[src/rtl/core/agcbgu_pkg.sv]
// ----------------------------------------------------------------------------
// agcbgu_pkg
// Shared types, constants and dB tables for the AGC block gain update.
// ----------------------------------------------------------------------------
package agcbgu_pkg;

	localparam int unsigned NOISE_FLOOR_DEF = 128;

	localparam int unsigned GAIN_W = 16;
	localparam int unsigned PEAK_W = 16;
	localparam int unsigned DB_W = 5;
	localparam int unsigned SMOOTH_W = 11;
	localparam int unsigned CFG_IDX_W = 2;
	localparam int unsigned Q_FRAC = 12;

	// shared divider: target numerator is a 15-bit peak shifted up by Q_FRAC
	localparam int unsigned DIVIDEND_W = 27;
	localparam int unsigned DIVISOR_W = 16;
	localparam int unsigned DIV_CNT_W = 5;

	localparam logic [GAIN_W-1:0] UNITY_Q12 = 16'd4096;
	localparam logic [GAIN_W-1:0] MIN_GAIN_Q12 = 16'd410;
	localparam logic [GAIN_W-1:0] MAX_GAIN_Q12 = 16'd40960;
	localparam logic [DB_W-1:0] ROM_LAST = 5'd20;

	localparam logic [CFG_IDX_W-1:0] REG_MAX_BOOST = 2'd0;
	localparam logic [CFG_IDX_W-1:0] REG_TARGET_ATT = 2'd1;
	localparam logic [CFG_IDX_W-1:0] REG_SMOOTHING = 2'd2;

	localparam logic [SMOOTH_W-1:0] SMOOTH_RST = 11'd100;

	typedef enum logic [2:0] {
		ST_IDLE,
		ST_CHECK,
		ST_TGT_START,
		ST_TGT_WAIT,
		ST_STEP_START,
		ST_STEP_WAIT,
		ST_DONE
	} state_t;

	typedef struct packed {
		logic                  start;
		logic [DIVIDEND_W-1:0] dividend;
		logic [DIVISOR_W-1:0]  divisor;
	} div_req_t;

	typedef struct packed {
		logic                  done;
		logic                  busy;
		logic [DIVIDEND_W-1:0] quotient;
		logic [DIVISOR_W-1:0]  remainder;
	} div_rsp_t;

	// maximum gain, Q12, indexed by dB of boost (saturates at the last entry)
	function automatic logic [GAIN_W-1:0] gain_rom(input logic [DB_W-1:0] db);
		logic [GAIN_W-1:0] g;
		case (db)
			5'd0:    g = 16'd4096;
			5'd1:    g = 16'd4596;
			5'd2:    g = 16'd5157;
			5'd3:    g = 16'd5786;
			5'd4:    g = 16'd6492;
			5'd5:    g = 16'd7284;
			5'd6:    g = 16'd8173;
			5'd7:    g = 16'd9170;
			5'd8:    g = 16'd10289;
			5'd9:    g = 16'd11545;
			5'd10:   g = 16'd12953;
			5'd11:   g = 16'd14533;
			5'd12:   g = 16'd16307;
			5'd13:   g = 16'd18296;
			5'd14:   g = 16'd20529;
			5'd15:   g = 16'd23034;
			5'd16:   g = 16'd25844;
			5'd17:   g = 16'd28998;
			5'd18:   g = 16'd32535;
			5'd19:   g = 16'd36505;
			default: g = 16'd40960;
		endcase
		return g;
	endfunction

	// target peak level, indexed by dB below full scale
	function automatic logic [PEAK_W-2:0] peak_rom(input logic [DB_W-1:0] db);
		logic [PEAK_W-2:0] p;
		case (db)
			5'd0:    p = 15'd32767;
			5'd1:    p = 15'd29204;
			5'd2:    p = 15'd26028;
			5'd3:    p = 15'd23198;
			5'd4:    p = 15'd20675;
			5'd5:    p = 15'd18426;
			5'd6:    p = 15'd16422;
			5'd7:    p = 15'd14636;
			5'd8:    p = 15'd13045;
			5'd9:    p = 15'd11625;
			5'd10:   p = 15'd10362;
			5'd11:   p = 15'd9235;
			5'd12:   p = 15'd8231;
			5'd13:   p = 15'd7336;
			5'd14:   p = 15'd6538;
			5'd15:   p = 15'd5827;
			5'd16:   p = 15'd5193;
			5'd17:   p = 15'd4628;
			5'd18:   p = 15'd4125;
			5'd19:   p = 15'd3676;
			default: p = 15'd3277;
		endcase
		return p;
	endfunction

endpackage

[src/rtl/core/agcbgu_div.sv]
// ----------------------------------------------------------------------------
// agcbgu_div
// Restoring divider, one quotient bit per cycle, shared by both divisions.
// ----------------------------------------------------------------------------
module agcbgu_div (
	input  logic                clk,
	input  logic                arst_n,
	input  agcbgu_pkg::div_req_t req,
	output agcbgu_pkg::div_rsp_t rsp
);

	localparam int unsigned NW = agcbgu_pkg::DIVIDEND_W;
	localparam int unsigned DW = agcbgu_pkg::DIVISOR_W;
	localparam int unsigned CW = agcbgu_pkg::DIV_CNT_W;

	logic [DW-1:0] rem_q;
	logic [NW-1:0] quo_q;
	logic [DW-1:0] dvs_q;
	logic [CW-1:0] cnt_q;
	logic          busy_q;
	logic          done_q;

	logic [DW:0]   trial;
	logic [DW:0]   diff;
	logic          fits;

	assign trial = {rem_q, quo_q[NW-1]};
	assign diff  = trial - {1'b0, dvs_q};
	assign fits  = trial >= {1'b0, dvs_q};

	always_ff @(posedge clk or negedge arst_n) begin
		if (!arst_n) begin
			busy_q <= 1'b0;
			done_q <= 1'b0;
			cnt_q  <= '0;
		end else begin
			done_q <= 1'b0;
			if (req.start) begin
				busy_q <= 1'b1;
				cnt_q  <= CW'(NW - 1);
			end else if (busy_q) begin
				cnt_q <= cnt_q - CW'(1);
				if (cnt_q == '0) begin
					busy_q <= 1'b0;
					done_q <= 1'b1;
				end
			end
		end
	end

	always_ff @(posedge clk) begin
		if (req.start) begin
			rem_q <= '0;
			quo_q <= req.dividend;
			dvs_q <= req.divisor;
		end else if (busy_q) begin
			rem_q <= fits ? diff[DW-1:0] : trial[DW-1:0];
			quo_q <= {quo_q[NW-2:0], fits};
		end
	end

	assign rsp.done      = done_q;
	assign rsp.busy      = busy_q;
	assign rsp.quotient  = quo_q;
	assign rsp.remainder = rem_q;

`ifndef SYNTHESIS
	a_no_restart: assert property (@(posedge clk) disable iff (!arst_n)
		req.start |-> !busy_q)
		else $error("divider started while busy");
	a_last_bit_done: assert property (@(posedge clk) disable iff (!arst_n)
		(busy_q && cnt_q == '0 && !req.start) |=> done_q)
		else $error("divider missed done");
	a_done_idle: assert property (@(posedge clk) disable iff (!arst_n)
		done_q |-> !busy_q)
		else $error("divider done while busy");
`endif

endmodule

[src/rtl/core/agc_block_gain_update_unit.sv]
// ----------------------------------------------------------------------------
// agc_block_gain_update_unit
// Peak-based AGC: once-per-block target gain and smoothed Q12 gain update.
// ----------------------------------------------------------------------------
//  channel  dir  handshake              payload
//  s_*      in   s_tvalid / s_tready    tdata: block_peak, tuser: action
//  m_*      out  m_tvalid / m_tready    tdata: gain, target gain, tuser: gated
//  cfg_*    in   cfg_valid / cfg_ready  cfg_index, cfg_data
//
//  a gain update makes two passes of the shared divider (target gain,
//  then the smoothing step) plus sequencer steps
//  a silent block skips the first pass, a reset action skips both
//  s_tready is high only while the sequencer is idle; the result register
//  frees the sequencer unless an earlier result is still waiting
//  cfg_ready is always high; reset gives unity gain and default registers
// ----------------------------------------------------------------------------
module agc_block_gain_update_unit #(
	parameter int unsigned NOISE_FLOOR = agcbgu_pkg::NOISE_FLOOR_DEF
) (
	input  logic        clk,
	input  logic        arst_n,

	input  logic        s_tvalid,
	output logic        s_tready,
	input  logic [15:0] s_tdata,   // [15:0] block_peak
	input  logic        s_tuser,   // [0] action

	output logic        m_tvalid,
	input  logic        m_tready,
	output logic [31:0] m_tdata,   // [15:0] gain_q12, [31:16] target_gain_q12
	output logic        m_tuser,   // [0] silence_gated

	input  logic        cfg_valid,
	output logic        cfg_ready,
	input  logic [1:0]  cfg_index,
	input  logic [10:0] cfg_data
);

	localparam int unsigned GW = agcbgu_pkg::GAIN_W;
	localparam int unsigned PW = agcbgu_pkg::PEAK_W;
	localparam int unsigned BW = agcbgu_pkg::DB_W;
	localparam int unsigned SW = agcbgu_pkg::SMOOTH_W;
	localparam int unsigned NW = agcbgu_pkg::DIVIDEND_W;
	localparam int unsigned DW = agcbgu_pkg::DIVISOR_W;
	localparam int unsigned QF = agcbgu_pkg::Q_FRAC;
	localparam logic [PW-1:0] FLOOR = PW'(NOISE_FLOOR);

	agcbgu_pkg::state_t   state_q, state_d;
	agcbgu_pkg::div_req_t div_req;
	agcbgu_pkg::div_rsp_t div_rsp;

	logic [BW-1:0] max_boost_q;
	logic [BW-1:0] target_att_q;
	logic [SW-1:0] smooth_q;
	logic [GW-1:0] gain_q;
	logic [GW-1:0] new_gain_q;
	logic [GW-1:0] target_q;
	logic          gated_q;
	logic          action_q;
	logic [PW-1:0] peak_q;

	logic          out_valid_q;
	logic [GW-1:0] out_gain_q;
	logic [GW-1:0] out_target_q;
	logic          out_gated_q;

	logic          in_req;
	logic          cfg_req;
	logic          out_free;
	logic          silent;
	logic [GW-1:0] top_gain;
	logic [GW-1:0] cfg_top;
	logic [GW-1:0] gain_diff;
	logic [SW-1:0] smooth_div;
	logic [NW-1:0] tgt_raw;
	logic [GW-1:0] tgt_clamped;
	logic [GW-1:0] step;

	assign cfg_ready = 1'b1;
	assign cfg_req   = cfg_valid && cfg_ready;
	assign in_req    = s_tvalid && s_tready;
	assign out_free  = !out_valid_q || m_tready;
	assign silent    = (peak_q < FLOOR) || (peak_q == '0);
	assign top_gain  = agcbgu_pkg::gain_rom(max_boost_q);
	assign cfg_top   = agcbgu_pkg::gain_rom(cfg_data[BW-1:0]);
	assign gain_diff = (gain_q > target_q) ? (gain_q - target_q) : (target_q - gain_q);
	assign smooth_div = (smooth_q == '0) ? SW'(1) : smooth_q;

	assign tgt_raw = div_rsp.quotient;
	always_comb begin
		if (tgt_raw < NW'(agcbgu_pkg::MIN_GAIN_Q12)) begin
			tgt_clamped = agcbgu_pkg::MIN_GAIN_Q12;
		end else if (tgt_raw > NW'(top_gain)) begin
			tgt_clamped = top_gain;
		end else begin
			tgt_clamped = tgt_raw[GW-1:0];
		end
	end

	// ceiling of the quotient
	assign step = div_rsp.quotient[GW-1:0] + GW'(div_rsp.remainder != '0);

	// next state
	always_comb begin
		state_d = state_q;
		case (state_q)
			agcbgu_pkg::ST_IDLE: begin
				if (in_req) state_d = agcbgu_pkg::ST_CHECK;
			end
			agcbgu_pkg::ST_CHECK: begin
				if (action_q) state_d = agcbgu_pkg::ST_DONE;
				else if (silent) state_d = agcbgu_pkg::ST_STEP_START;
				else state_d = agcbgu_pkg::ST_TGT_START;
			end
			agcbgu_pkg::ST_TGT_START: state_d = agcbgu_pkg::ST_TGT_WAIT;
			agcbgu_pkg::ST_TGT_WAIT: begin
				if (div_rsp.done) state_d = agcbgu_pkg::ST_STEP_START;
			end
			agcbgu_pkg::ST_STEP_START: state_d = agcbgu_pkg::ST_STEP_WAIT;
			agcbgu_pkg::ST_STEP_WAIT: begin
				if (div_rsp.done) state_d = agcbgu_pkg::ST_DONE;
			end
			agcbgu_pkg::ST_DONE: begin
				if (out_free) state_d = agcbgu_pkg::ST_IDLE;
			end
			default: state_d = agcbgu_pkg::ST_IDLE;
		endcase
	end

	// sequencer outputs
	always_comb begin
		s_tready         = 1'b0;
		div_req.start    = 1'b0;
		div_req.dividend = {{(NW-GW){1'b0}}, gain_diff};
		div_req.divisor  = {{(DW-SW){1'b0}}, smooth_div};
		case (state_q)
			agcbgu_pkg::ST_IDLE: s_tready = 1'b1;
			agcbgu_pkg::ST_TGT_START: begin
				div_req.start    = 1'b1;
				div_req.dividend = NW'({agcbgu_pkg::peak_rom(target_att_q), {QF{1'b0}}});
				div_req.divisor  = peak_q;
			end
			agcbgu_pkg::ST_STEP_START: div_req.start = 1'b1;
			default: s_tready = 1'b0;
		endcase
	end

	always_ff @(posedge clk or negedge arst_n) begin
		if (!arst_n) begin
			state_q      <= agcbgu_pkg::ST_IDLE;
			max_boost_q  <= '0;
			target_att_q <= '0;
			smooth_q     <= agcbgu_pkg::SMOOTH_RST;
			gain_q       <= agcbgu_pkg::UNITY_Q12;
			out_valid_q  <= 1'b0;
		end else begin
			state_q <= state_d;
			if (cfg_req) begin
				case (cfg_index)
					agcbgu_pkg::REG_MAX_BOOST: begin
						max_boost_q <= cfg_data[BW-1:0];
						if (gain_q > cfg_top) gain_q <= cfg_top;
					end
					agcbgu_pkg::REG_TARGET_ATT: target_att_q <= cfg_data[BW-1:0];
					agcbgu_pkg::REG_SMOOTHING: smooth_q <= cfg_data;
					default: ;
				endcase
			end
			if (state_q == agcbgu_pkg::ST_DONE && out_free) begin
				gain_q      <= new_gain_q;
				out_valid_q <= 1'b1;
			end else if (m_tready) begin
				out_valid_q <= 1'b0;
			end
		end
	end

	always_ff @(posedge clk) begin
		if (in_req) begin
			action_q   <= s_tuser;
			peak_q     <= s_tdata;
			target_q   <= agcbgu_pkg::UNITY_Q12;
			new_gain_q <= agcbgu_pkg::UNITY_Q12;
			gated_q    <= 1'b0;
		end
		if (state_q == agcbgu_pkg::ST_CHECK && !action_q && silent) begin
			gated_q <= 1'b1;
		end
		if (state_q == agcbgu_pkg::ST_TGT_WAIT && div_rsp.done) begin
			target_q <= tgt_clamped;
		end
		if (state_q == agcbgu_pkg::ST_STEP_WAIT && div_rsp.done) begin
			new_gain_q <= (gain_q > target_q) ? (gain_q - step) : (gain_q + step);
		end
		if (state_q == agcbgu_pkg::ST_DONE && out_free) begin
			out_gain_q   <= new_gain_q;
			out_target_q <= target_q;
			out_gated_q  <= gated_q;
		end
	end

	agcbgu_div u_div (
		.clk    (clk),
		.arst_n (arst_n),
		.req    (div_req),
		.rsp    (div_rsp)
	);

	assign m_tvalid = out_valid_q;
	assign m_tdata  = {out_target_q, out_gain_q};
	assign m_tuser  = out_gated_q;

`ifndef SYNTHESIS
	a_done_when_waiting: assert property (@(posedge clk) disable iff (!arst_n)
		div_rsp.done |-> (state_q == agcbgu_pkg::ST_TGT_WAIT ||
			state_q == agcbgu_pkg::ST_STEP_WAIT))
		else $error("divider result outside a wait state");
	a_busy_when_waiting: assert property (@(posedge clk) disable iff (!arst_n)
		div_rsp.busy |-> (state_q == agcbgu_pkg::ST_TGT_WAIT ||
			state_q == agcbgu_pkg::ST_STEP_WAIT))
		else $error("divider busy outside a wait state");
	a_gain_range: assert property (@(posedge clk) disable iff (!arst_n)
		gain_q >= agcbgu_pkg::MIN_GAIN_Q12 && gain_q <= agcbgu_pkg::MAX_GAIN_Q12)
		else $error("gain out of range");
	a_one_request: assert property (@(posedge clk) disable iff (!arst_n)
		in_req |=> !s_tready)
		else $error("second request taken while busy");
	a_gated_unity: assert property (@(posedge clk) disable iff (!arst_n)
		(m_tvalid && m_tuser) |-> m_tdata[31:16] == agcbgu_pkg::UNITY_Q12)
		else $error("gated block without unity target");
`endif

endmodule

[config.mk]
export PLATFORM = sky130hd
export DESIGN_NAME = agc_block_gain_update_unit
export DESIGN_NICKNAME = d
export VERILOG_FILES = /design/src/rtl/core/agcbgu_pkg.sv /design/src/rtl/core/agcbgu_div.sv /design/src/rtl/core/agc_block_gain_update_unit.sv
export SDC_FILE = /design/constraint.sdc
export NUM_CORES = 1
export LEC_CHECK = 0
export BUFFER_PORTS_ARGS = -buffer_cell sky130_fd_sc_hd__buf_2
export CAP_MARGIN = 20
export CORE_UTILIZATION = 60
export CTS_CLUSTER_DIAMETER = 30
export DETAILED_ROUTE_END_ITERATION = 10
export GPL_ROUTABILITY_DRIVEN = 0
export HOLD_SLACK_MARGIN = 0.05
export PLACE_DENSITY_LB_ADDON = 0.08
export SLEW_MARGIN = 10
export SYNTH_ARGS = -nofsm -noshare
export SYNTH_HDL_FRONTEND = slang
export SYNTH_HIERARCHICAL = 1
export SYNTH_SLANG_ARGS = --single-unit
[constraint.sdc]
create_clock -name clk -period 5.8 [get_ports clk]
set_input_delay 0.87 -clock clk [delete_from_list [all_inputs] [get_ports clk]]
set_output_delay 0.87 -clock clk [all_outputs]
set_load 0.005 [all_outputs]
==> impl_metrics.yaml, run 1 <==
worst_setup_path:
  crit_fanout: 6
  worstReg2RegStart: "u_div/rem_q[12]"
  reg2reg_depth: 18
  reg2reg_setup_slack_ns: 0.50
  endpoint_kind: "flip-flop"
  worstPathRequired_ns: 5.98
  worst_ep_arrival_time_ns: 5.47
  reg2reg_to: "new_gain_q[14]"
  worst_setup_path_start_kind: "flip-flop"
  critical_path_class: "flip-flop to flip-flop"
floorplan:
  die_y_um: 155
  initial_core_util_pct: 61.7
  row_count: 55
  dieArea_mm2: 0.0241
  fp.dieW_um: 155
  core_mm2: 0.0228
  pin_count: 71
finish:
  drive_above_1_share_pct: 13.1
  final_util_pct: 66.5
  antenna_cells: 0
  nets: 1688
  n_fill_cell: 1895
  final_cell_area_mm2: 0.0152
  area_delta_synth_final_pct: 7.66
route:
  via_per_inst: 6.16
  ant_nets: 0
  first_iter_violations: 1183
  drcViolationCount: 0
  drt_wl_total_mm: 36.3
  num_vias: 11400
  first_pass_iters: 6
  wl_per_cell_um: 19.6
sta:
  rsz0062_at_grt: "false"
  fmax_mhz: 189
  fin_tns_setup_ns: 0
  slew_violations: 0
  worstMarginPinSlew_ns: 0.876
  holdWs_ns: 0.442
  period_share_pct: 91.3
  relSlewSlack_pct: 41.4
  fin_crit_ns: 5.30
  clock_skew_ns: 0.0130
  setup_viol: 0
  hold_viol: 0
grt:
  grt_max_degree: 62
  grt_pass1_vias: 10400
  grt_pass1_wl_mm: 56.7
  antenna_found_initial: 1
  grtUsageTotal_pct: 30.6
  grt_overflow: 0
hold_path:
  min-delay-start: "gated_q"
  hp-class: "flip-flop to flip-flop"
  hold_end: "m_tuser"
  whs_path_depth: 0
clock_network:
  holdBufCountCts: 0
  cts_root_buffer: "clkbuf_16"
  clkTransAtPathRegs_ns: 0.07
  clk_path_buf_depth: 2
  cts_tree: "done"
  cts.repair.resized: 0
  cts_setup_buffers: 0
  cts_buffers: 17
  clock_sinks: 190
  htree_num_levels: 4
  clock_latency_ns: 0.44
placement:
  port-buffer-count: 69
  hpwlAfterDp_mm: 26.9
  placed_area_mm2: 0.0146
logic_synthesis:
  synthCells: 1503
  synth_fp_nets: 1667
  syn_area_per_cell_um2: 9.38
  netlist_area_mm2: 0.0141
  ys_warn_count: 6
power:
  powerDensity_mw_per_mm2: 223
  ir_worst_vdd_uv: 172
  total_power_uw: 3380
  p_leak_uw: 0.00631
run:
  maxCapViolCount: 0
outcome:
  status: "complete, no violations"
[critical path: stages, from the launching register on]
cell and delay (ns):
dfxtp_1 0.35, nor4_1 0.45, nand4_1 0.30, ha_1 0.35
ha_1 0.29, or4_1 0.57, o22ai_1 0.24, and3_1 0.29
nor2_1 0.07, xnor2_1 0.31, ha_1 0.36, a21o_1 0.19
a21oi_1 0.13, nor2b_1 0.08, or4_1 0.39, o221ai_1 0.25
o21ai_0 0.19, xnor2_1 0.17, nor2_1 0.05
[worst max path at each step]
stage                    startpoint        endpoint  cells after the start
finish              u_div/rem_q[12]  new_gain_q[14]                     18
global route        u_div/rem_q[12]  new_gain_q[14]                     18
CTS                  u_div/rem_q[6]  new_gain_q[14]                     18
detailed placement   u_div/rem_q[6]  new_gain_q[14]                     18
global placement     u_div/rem_q[6]  new_gain_q[14]                     18
floorplan                 gain_q[0]  new_gain_q[15]                     21
[flip-flops by register name, summed over array words and instances (netlist names)]
signal and flops:
target_att_q 5, target_q 16, out_target_q 16, u_div/busy_q 1, u_div/dvs_q 16, max_boost_q 5, u_div/done_q 1, m_tuser 1
out_gain_q 16, gain_q 16, u_div/quo_q 27, new_gain_q 16, m_tvalid 1, peak_q 16, u_div/cnt_q 5, smooth_q 11
gated_q 1, u_div/rem_q 16, state_q 3, action_q 1
[per-layer routing]
layer	part of all wire [%]	global-route usage, %
met1	46	44.5
met2	45	47.0
met3	7.6	4.85
met4	2.1	9.24
met5	0	0
[cells in the final DEF, fill, tap and decap left out, types with 8 or more instances in the layout]
master	n
buf_4	9
dfxtp_1	17
nand2b_1	13
o22ai_1	8
xnor2_1	43
o21ai_0	76
mux2_2	56
nor4_1	11
mux2i_1	49
nand2_1	136
xor2_1	26
o21a_1	9
ha_1	125
edfxtp_1	125
buf_2	69
or3_1	9
nand3_1	37
nor3_1	28
a21o_1	22
nor2_1	127
a21oi_1	103
and3_1	21
dfrtp_1	44
o31ai_1	9
nor2b_1	21
o22a_1	8
a31oi_1	16
clkbuf_16	17
inv_1	97
a211oi_1	28
nand4_1	12
[stage by stage]
| stage | std cells | worst slack [ns] |
|---|---|---|
| 3_3_place_gp | 1817 | 0.669 |
| 2_1_floorplan | 1503 | 1.38 |
| 3_5_place_dp | 1817 | 0.568 |
| 6_report | 1850 | 0.503 |
| 4_1_cts | 1849 | 0.537 |
| 5_1_grt | 1850 | 0.191 |
[where the power goes]
part	leakage [µW]	internal, µW	switching [µW]
clock network	0.000291	624	574
registers	0.00161	1470	90.3
logic	0.00441	270	350
total	0.00631	2370	1010
[final cells by class]
class | instances | area, µm² | share of cell area (%)
Multi-Input combinational cell | 1136 | 8080 | 53.2
Sequential cell | 190 | 5300 | 34.9
Timing Repair Buffer | 80 | 448 | 2.95
Clock buffer | 19 | 443 | 2.92
Tap cell | 313 | 392 | 2.58
Inverter | 99 | 372 | 2.45
Clock inverter | 13 | 146 | 0.964
(Power assumes the default switching activity.)
==> run 2: changes to the inputs <==
--- a/config.mk
+++ b/config.mk
@@ -6,13 +6,14 @@
 export NUM_CORES = 1
 export LEC_CHECK = 0
 export BUFFER_PORTS_ARGS = -buffer_cell sky130_fd_sc_hd__buf_2
-export CAP_MARGIN = 20
+export CAP_MARGIN = 15
 export CORE_UTILIZATION = 60
 export CTS_CLUSTER_DIAMETER = 30
 export DETAILED_ROUTE_END_ITERATION = 10
 export GPL_ROUTABILITY_DRIVEN = 0
 export HOLD_SLACK_MARGIN = 0.05
 export PLACE_DENSITY_LB_ADDON = 0.08
+export RECOVER_POWER = 25
 export SLEW_MARGIN = 10
 export SYNTH_ARGS = -nofsm -noshare
 export SYNTH_HDL_FRONTEND = slang
==> run 2 against run 1 <==
The flow now finishes with violations (max-capacitance violations, max-slew violations); power barely moved; sequential cell count did not move; combinational power barely moved; clock-buffer cell count did not move; routed wire length barely moved; first-iteration DRC count fell by 4.5%; clock power barely moved; worst hold slack barely moved; critical path type unchanged.
==> impl_metrics.yaml, run 2 (synthesis gave the netlist of run 1 again) <==
outcome:
  status: "finished, violations left"
  violations: "max-capacitance violations, max-slew violations"
placement:
  hpwlAfterDp_mm: 26.9
  placed_cells: 1817
  placed_area_mm2: 0.0146
  port-buffer-count: 69
floorplan:
  pin_count: 71
  core_mm2: 0.0228
  dieArea_mm2: 0.0241
  row_count: 55
  die_y_um: 155
  initial_core_util_pct: 61.7
  fp.dieW_um: 155
route:
  drt_wl_total_mm: 36.3
  via_per_inst: 6.17
  first_pass_iters: 6
  first_iter_violations: 1130
  wl_per_cell_um: 19.7
  drcViolationCount: 0
  ant_nets: 0
  num_vias: 11400
grt:
  grt_overflow: 0
  grtUsageTotal_pct: 30.6
  grt_max_degree: 62
  grt_pass1_vias: 10400
  antenna_found_initial: 1
  grt_pass1_wl_mm: 56.7
worst_setup_path:
  crit_fanout: 6
  worstPathRequired_ns: 5.97
  reg2reg_setup_slack_ns: 0.47
  worstReg2RegStart: "u_div/rem_q[12]"
  critical_path_class: "flip-flop to flip-flop"
  endpoint_kind: "flip-flop"
  worst_setup_path_start_kind: "flip-flop"
  worst_ep_arrival_time_ns: 5.50
  reg2reg_to: "new_gain_q[14]"
  reg2reg_depth: 18
sta:
  slew_violations: 49
  worstMarginPinSlew_ns: 3.09
  fmax_mhz: 188
  relSlewSlack_pct: -106
  rsz0062_at_grt: "false"
  fin_crit_ns: 5.33
  setup_viol: 0
  period_share_pct: 91.9
  holdWs_ns: 0.442
  fin_tns_setup_ns: 0
  clock_skew_ns: 0.0121
  hold_viol: 0
finish:
  nets: 1687
  drive_above_1_share_pct: 12.9
  final_cell_area_mm2: 0.0152
  largest_reg_flops: 27
  final_cell_mix: "nand2_1 (136), nor2_1 (127), ha_1 (125), edfxtp_1 (125), a21oi_1 (103)"
  ff_latch_area_mm2: 0.00530
  antenna_cells: 0
  finalNonFillerCells: 1849
  top_register: "u_div/quo_q"
  area_delta_synth_final_pct: 7.49
  multi_input_area_mm2: 0.00808
  n_fill_cell: 1902
  final_common_cell: "nand2_1"
power:
  powerDensity_mw_per_mm2: 223
  p_leak_uw: 0.00629
  ir_worst_vdd_uv: 171
hold_path:
  min-delay-start: "gated_q"
  whs_path_depth: 0
  hold_end: "m_tuser"
  hp-class: "flip-flop to flip-flop"
clock_network:
  clkTransAtPathRegs_ns: 0.07
  cts.repair.resized: 0
  htree_num_levels: 4
  holdBufCountCts: 0
  cts_setup_buffers: 0
  cts_root_buffer: "clkbuf_16"
  clock_latency_ns: 0.44
  cts_tree: "done"
  clk_path_buf_depth: 2
  clock_sinks: 190
  cts_buffers: 17
run:
  maxCapViolCount: 1
-- run 2: cell types whose count changed in the layout (fill, tap and decap cells not counted), sizes merged --
cell | before | now
buf | 80 | 76
clkbuf | 19 | 22
-- run 2: worst max-delay path: stages, from the launching register on --
cell and delay, ns:
dfxtp_1 0.35, nor4_1 0.45, nand4_1 0.31, ha_1 0.36, ha_1 0.30, or4_1 0.58, o22ai_1 0.24, and3_1 0.29
nor2_1 0.07, xnor2_1 0.30, ha_1 0.36, a21o_1 0.19, a21oi_1 0.14, nor2b_1 0.08, or4_1 0.39, o221ai_1 0.25
o21ai_0 0.19, xnor2_1 0.17, nor2_1 0.05
-- run 2: worst max path at each step --
| stage | slack [ns] | end | from |
|---|---|---|---|
| floorplan | 1.38 | new_gain_q[15] | gain_q[0] |
| global placement | 0.67 | new_gain_q[14] | u_div/rem_q[6] |
| detailed placement | 0.57 | new_gain_q[14] | u_div/rem_q[6] |
| CTS | 0.54 | new_gain_q[14] | u_div/rem_q[6] |
| global route | 0.19 | new_gain_q[14] | u_div/rem_q[12] |
| finish | 0.47 | new_gain_q[14] | u_div/rem_q[12] |
-- run 2: metal layers --
layer | global-route usage [%] | up-vias | wire length, µm
met5 | 0 | - | 0
met4 | 9.24 | 0 | 745
met3 | 4.85 | 44 | 2830
met2 | 47.0 | 496 | 16200
met1 | 44.5 | 5390 | 16600
li1 | - | 5480 | -
-- run 2: power by group --
group	switching [µW]	internal [µW]	total [µW]	leakage, µW
registers	90.2	1470	1560	0.00161
clock network	575	624	1200	0.000291
logic	350	270	620	0.00439
total	1010	2370	3380	0.00629
-- run 2: final cells by class --
class | count | share of cell area [%]
Clock inverter | 13 | 0.966
Sequential cell | 190 | 35.0
Timing Repair Buffer | 79 | 2.80
Inverter | 99 | 2.45
Clock buffer | 19 | 2.92
Tap cell | 313 | 2.58
Multi-Input combinational cell | 1136 | 53.3
-- run 2: stage by stage --
step / total power (µW) / utilization, % / worst slack [ns]
2_1_floorplan: 2040 / - / 1.38
4_1_cts: 3380 / 66.4 / 0.537
5_1_grt: 3520 / 66.4 / 0.191
6_report: 3380 / 66.4 / 0.472
3_5_place_dp: 2200 / 63.8 / 0.568
3_3_place_gp: 2180 / 63.8 / 0.669
